`config.mk`:
```
export PLATFORM = sky130hd
export DESIGN_NAME = skst_cell
export DESIGN_NICKNAME = d
export VERILOG_FILES = /design/src/hdl/skst_pkg.sv /design/src/hdl/skst_cell.sv
export SDC_FILE = /design/constraint.sdc
export NUM_CORES = 1
export LEC_CHECK = 0
export BUFFER_PORTS_ARGS = -buffer_cell sky130_fd_sc_hd__buf_2
export CAP_MARGIN = 20
export CORE_ASPECT_RATIO = 0.75
export CORE_MARGIN = 3
export CORE_UTILIZATION = 45
export CTS_BUF_LIST = sky130_fd_sc_hd__clkbuf_2 sky130_fd_sc_hd__clkbuf_4 sky130_fd_sc_hd__clkbuf_8
export DETAILED_ROUTE_END_ITERATION = 12
export PLACE_DENSITY = 0.82
export RECOVER_POWER = 25
export REMOVE_ABC_BUFFERS = 1
export SETUP_SLACK_MARGIN = 0.05
export SYNTH_ARGS = -nofsm -noshare
export SYNTH_HDL_FRONTEND = slang
export SYNTH_SLANG_ARGS = --single-unit
```
`constraint.sdc`:
```
create_clock -name clk_i -period 3.9 [get_ports clk_i]
set_clock_uncertainty 0.2 [all_clocks]
set_input_delay 0.78 -clock clk_i [delete_from_list [all_inputs] [get_ports clk_i]]
set_output_delay 0.78 -clock clk_i [all_outputs]
set_load 0.005 [all_outputs]
```
`src/hdl/skst_pkg.sv`:
```
// shared types and codes for the sorted key store
package skst_pkg;

  localparam int unsigned KeyW   = 32;
  localparam int unsigned PayW   = 10;
  localparam int unsigned StatW  = 3;
  localparam int unsigned TotalW = 7;

  localparam logic [1:0] OP_INSERT = 2'd0;
  localparam logic [1:0] OP_SEARCH = 2'd1;
  localparam logic [1:0] OP_DELETE = 2'd2;

  localparam logic [StatW-1:0] ST_INSERTED  = 3'd0;
  localparam logic [StatW-1:0] ST_DUPLICATE = 3'd1;
  localparam logic [StatW-1:0] ST_FULL      = 3'd2;
  localparam logic [StatW-1:0] ST_FOUND     = 3'd3;
  localparam logic [StatW-1:0] ST_NOTFOUND  = 3'd4;
  localparam logic [StatW-1:0] ST_DELETED   = 3'd5;
  localparam logic [StatW-1:0] ST_EMPTY     = 3'd6;

  typedef enum logic [1:0] {
    S_IDLE,
    S_CMP,
    S_APPLY
  } state_e;

  typedef struct packed {
    logic [1:0]             opcode;
    logic signed [KeyW-1:0] key;
    logic [PayW-1:0]        payload;
  } skst_in_t;

  typedef struct packed {
    logic [StatW-1:0]  status;
    logic [PayW-1:0]   found_payload;
    logic [TotalW-1:0] entry_total;
  } skst_out_t;

  // control broadcast to every cell
  typedef struct packed {
    logic compare;
    logic insert;
    logic remove;
  } skst_cmd_t;

endpackage

```
`src/hdl/skst_cell.sv`:
```
// one storage cell of the sorted chain: compares against the probe and shifts with neighbors
module skst_cell (
  input  logic                            clk_i,
  input  skst_pkg::skst_cmd_t             cmd_i,
  input  logic                            occ_i,
  input  logic signed [skst_pkg::KeyW-1:0] probe_key_i,
  input  logic [skst_pkg::PayW-1:0]       probe_pay_i,
  input  logic                            left_lt_i,
  input  logic signed [skst_pkg::KeyW-1:0] left_key_i,
  input  logic [skst_pkg::PayW-1:0]       left_pay_i,
  input  logic signed [skst_pkg::KeyW-1:0] right_key_i,
  input  logic [skst_pkg::PayW-1:0]       right_pay_i,
  output logic signed [skst_pkg::KeyW-1:0] key_o,
  output logic [skst_pkg::PayW-1:0]       pay_o,
  output logic                            lt_o,
  output logic                            eq_o,
  output logic [skst_pkg::PayW-1:0]       hit_pay_o
);
  import skst_pkg::*;

  logic signed [KeyW-1:0] key_q, key_d;
  logic [PayW-1:0]        pay_q, pay_d;
  logic                   lt_q, eq_q;

  always_ff @(posedge clk_i) begin
    if (cmd_i.compare) begin
      lt_q <= occ_i && (key_q < probe_key_i);
      eq_q <= occ_i && (key_q == probe_key_i);
    end
  end

  always_comb begin
    key_d = key_q;
    pay_d = pay_q;
    if (cmd_i.insert && !lt_q) begin
      // first cell at or above the probe takes the new entry, the rest move up
      if (left_lt_i) begin
        key_d = probe_key_i;
        pay_d = probe_pay_i;
      end else begin
        key_d = left_key_i;
        pay_d = left_pay_i;
      end
    end else if (cmd_i.remove && !lt_q) begin
      key_d = right_key_i;
      pay_d = right_pay_i;
    end
  end

  always_ff @(posedge clk_i) begin
    key_q <= key_d;
    pay_q <= pay_d;
  end

  assign key_o     = key_q;
  assign pay_o     = pay_q;
  assign lt_o      = lt_q;
  assign eq_o      = eq_q;
  assign hit_pay_o = eq_q ? pay_q : '0;

endmodule
```
==> flow_summary_export.csv <==
group,metric,value,unit
status,outcome,"finished, final reports clean",
pwr,leakage,2.19,nW
global_route,overflow,0,
clock_tree,ctsHtreeMaxLevel,2,
final_layout,num_antenna_cells,0,
worst_setup_path,cp_slowest_cell,"nor4_1",
yosys,synth_top_family_by_area,"multiplexers",
global_route,antenna_found_initial,0,
worst_setup_path,crit_chain,"buf_2 > inv_1 > ha_1 > nand4_1 > nor4_1 > nor2_1 > a21oi_2 > mux2i_1",
sta,setup_viol,0,
floorplanning,start_util,0.478,
yosys,synth_top_area_cell,"edfxtp_1",
final_layout,area_growth,35.0,%
sta,rsz0062_at_grt,"no",
sta,period_share,0.597,
pwr,p_per_area,306,mW/mm^2
sta,fmax,429,MHz
floorplanning,die_width,102,um
routing,viasPerCell,5.04,
yosys,synth-edff-count,44,
worst_setup_path,crit_path_max_incr_delay,0.50,ns
sta,fin_crit,2.33,ns
yosys,yosys_warnings,0,
routing,wl,8210,um
placement,place_area,0.00410,sq mm
yosys,ys_seq_area_frac,0.426,
yosys,synthAdderAreaFrac,0.129,
placement,port_buffers,185,
routing,vias,2920,
floorplanning,core_area,0.00647,sq mm
flow_run,max-cap-violations,0,
clock_tree,cts.path.max_buffers,2,
worst_setup_path,critical_path_arrival,2.27,ns
clock_tree,ctsResizeCount,0,
clock_tree,clk_pin_slew,0.08,ns
yosys,async_flop_share,0,
yosys,synth_compound_area_frac,0.125,
worst_setup_path,startpoint_type,"input port",
final_layout,final_area,0.00418,sq mm
floorplanning,dieArea,0.00793,sq mm
floorplanning,ios,186,
final_layout,drive_gt1_frac,0.373,
clock_tree,cts.sinks,44,
yosys,ys_seq_elements,44,
yosys,synthMuxAreaShare,0.139,
yosys,avgSynthCellArea,9.83,sq um
global_route,grt_max_degree,73,
placement,hpwl,6610,um
worst_setup_path,end_kind,"flip-flop",
global_route,grt_usage,0.199,
global_route,grt_pass1_vias,2916,
worst_setup_path,critical_path.top_delay_family,"simple AND/OR/NAND/NOR gates",
worst_hold_path,hp-class,"in -> reg",
pwr,peakVddDrop,0.000157,V
yosys,synthSimpleGateAreaFrac,0.119,
clock_tree,cts_made_buffers,5,
clock_tree,post-cts-setup-buffers,0,
final_layout,final_cell_mix,"168 x buf_2, 50 x nand2_1, 46 x o21ai_0",
placement,dp_cells,570,
clock_tree,clock-root-buffer,"clkbuf_8",
floorplanning,die_y,77.9,um
final_layout,final_common_cell,"buf_2",
routing,drc,0,
clock_tree,clock_latency,0.29,ns
final_layout,fin_nets,661,
yosys,synth-xor-area-share,0,
yosys,yosysTopAreaCellShare,0.426,
yosys,synthTopCellsByArea,"edfxtp_1 43%, mux2i_1 14%, ha_1 13%",
worst_setup_path,crit_type,"in -> reg",
yosys,syn_inst,315,
sta,tns,0,ns
routing,drt_iter0_markers,74,
worst_setup_path,crit_buf_inv,2,
yosys,synth_area,0.00310,sq mm
global_route,grt_pass1_wl,12600,um
placement,gp_congestion,0.767,
final_layout,stdcell_count,579,
clock_tree,cts_tree,"done",
yosys,dominantRegCellSynth,"edfxtp_1",
clock_tree,ctsHoldBuffers,0,
worst_setup_path,crit_fanout,3,
sta,hold_viol,0,
sta,finalMaxSlewViolations,0,
floorplanning,num_rows,25,
sta,worst_pin_slew,0.756,ns
routing,ant_nets,0,
routing,wl_per_cell,14.2,um
yosys,synth.distinct_cells,25,
worst_setup_path,cp.required,3.84,ns
routing,firstDrtPassIters,4,
final_layout,fillers,553,
sta,relSlewSlack,0.495,
-- metrics by stage --
step | power (W) | hold slack [ns] | worst slack (ns) | utilization
final | 0.00128 | 0.547 | 1.57 | 0.646
after global routing | 0.00136 | 0.549 | 1.46 | 0.646
after CTS | 0.00130 | 0.497 | 1.54 | 0.646
after detailed placement | 0.00100 | 0.612 | 1.26 | 0.632
after global placement | 0.000988 | 0.589 | 1.29 | 0.632
after floorplan | 0.000814 | 0.574 | 0.661 | -
-- registers in the layout, summed over array words and instances (netlist names) --
signal / count
pay_o: 10
lt_o: 1
eq_o: 1
key_o: 32
-- kinds of logic (layout without fill, tap and decap cells) --
logic type | count (synthesis) | in the layout
multiplexers | 43 | 43
AO/OA/AOI/OAI | 69 | 69
adder cells (fa/ha/maj) | 32 | 32
buffers and inverters | 48 | 231
flip-flops | 44 | 44
AND/OR/NAND/NOR | 79 | 79
-- cell usage after synthesis (all sizes together) (3+ instances only) --
cell type   n
a21oi      16
and2       10
buf         8
clkbuf      6
edfxtp     44
ha         32
inv        34
mux2i      43
nand2      50
nand3       3
nand4       6
nor2        4
o21ai      47
-- report_power, final --
group	leakage (nW)	switching [W]	total, W	internal (W)
clock network	0.0467	0.000155	0.000294	0.000139
registers	0.434	0.0000284	0.000620	0.000591
logic	1.71	0.000191	0.000368	0.000177
-- path summary, 6_finish.rpt --
kind | from | end | slack (ns) | cells after the start
max | probe_key_i[27] | lt_o | 1.57 | 8
min | cmd_i[2] | eq_o | 0.55 | 1
max reg2reg | key_o[31] | lt_o | 1.75 | 6
min reg2reg | lt_o | key_o[3] | 0.61 | 1
-- per-layer routing --
metal	up-vias	share of wire	track usage
li1	1482	-	-
met1	1300	0.42	0.224
met2	125	0.49	0.369
met3	13	0.082	0.0575
met4	0	0.011	0.0419
met5	-	0	0
-- layout make-up --
cell class	instances	area, sq um	share of cell area
clock buffer	7	83.8	0.0200
clock inverter	1	3.75	0.000898
inverter	34	128	0.0305
multi-input combinational	223	1600	0.382
sequential	44	1320	0.316
tap	81	101	0.0242
timing repair buffer	189	947	0.227
No activity file was read; power rests on OpenSTA's default activity.
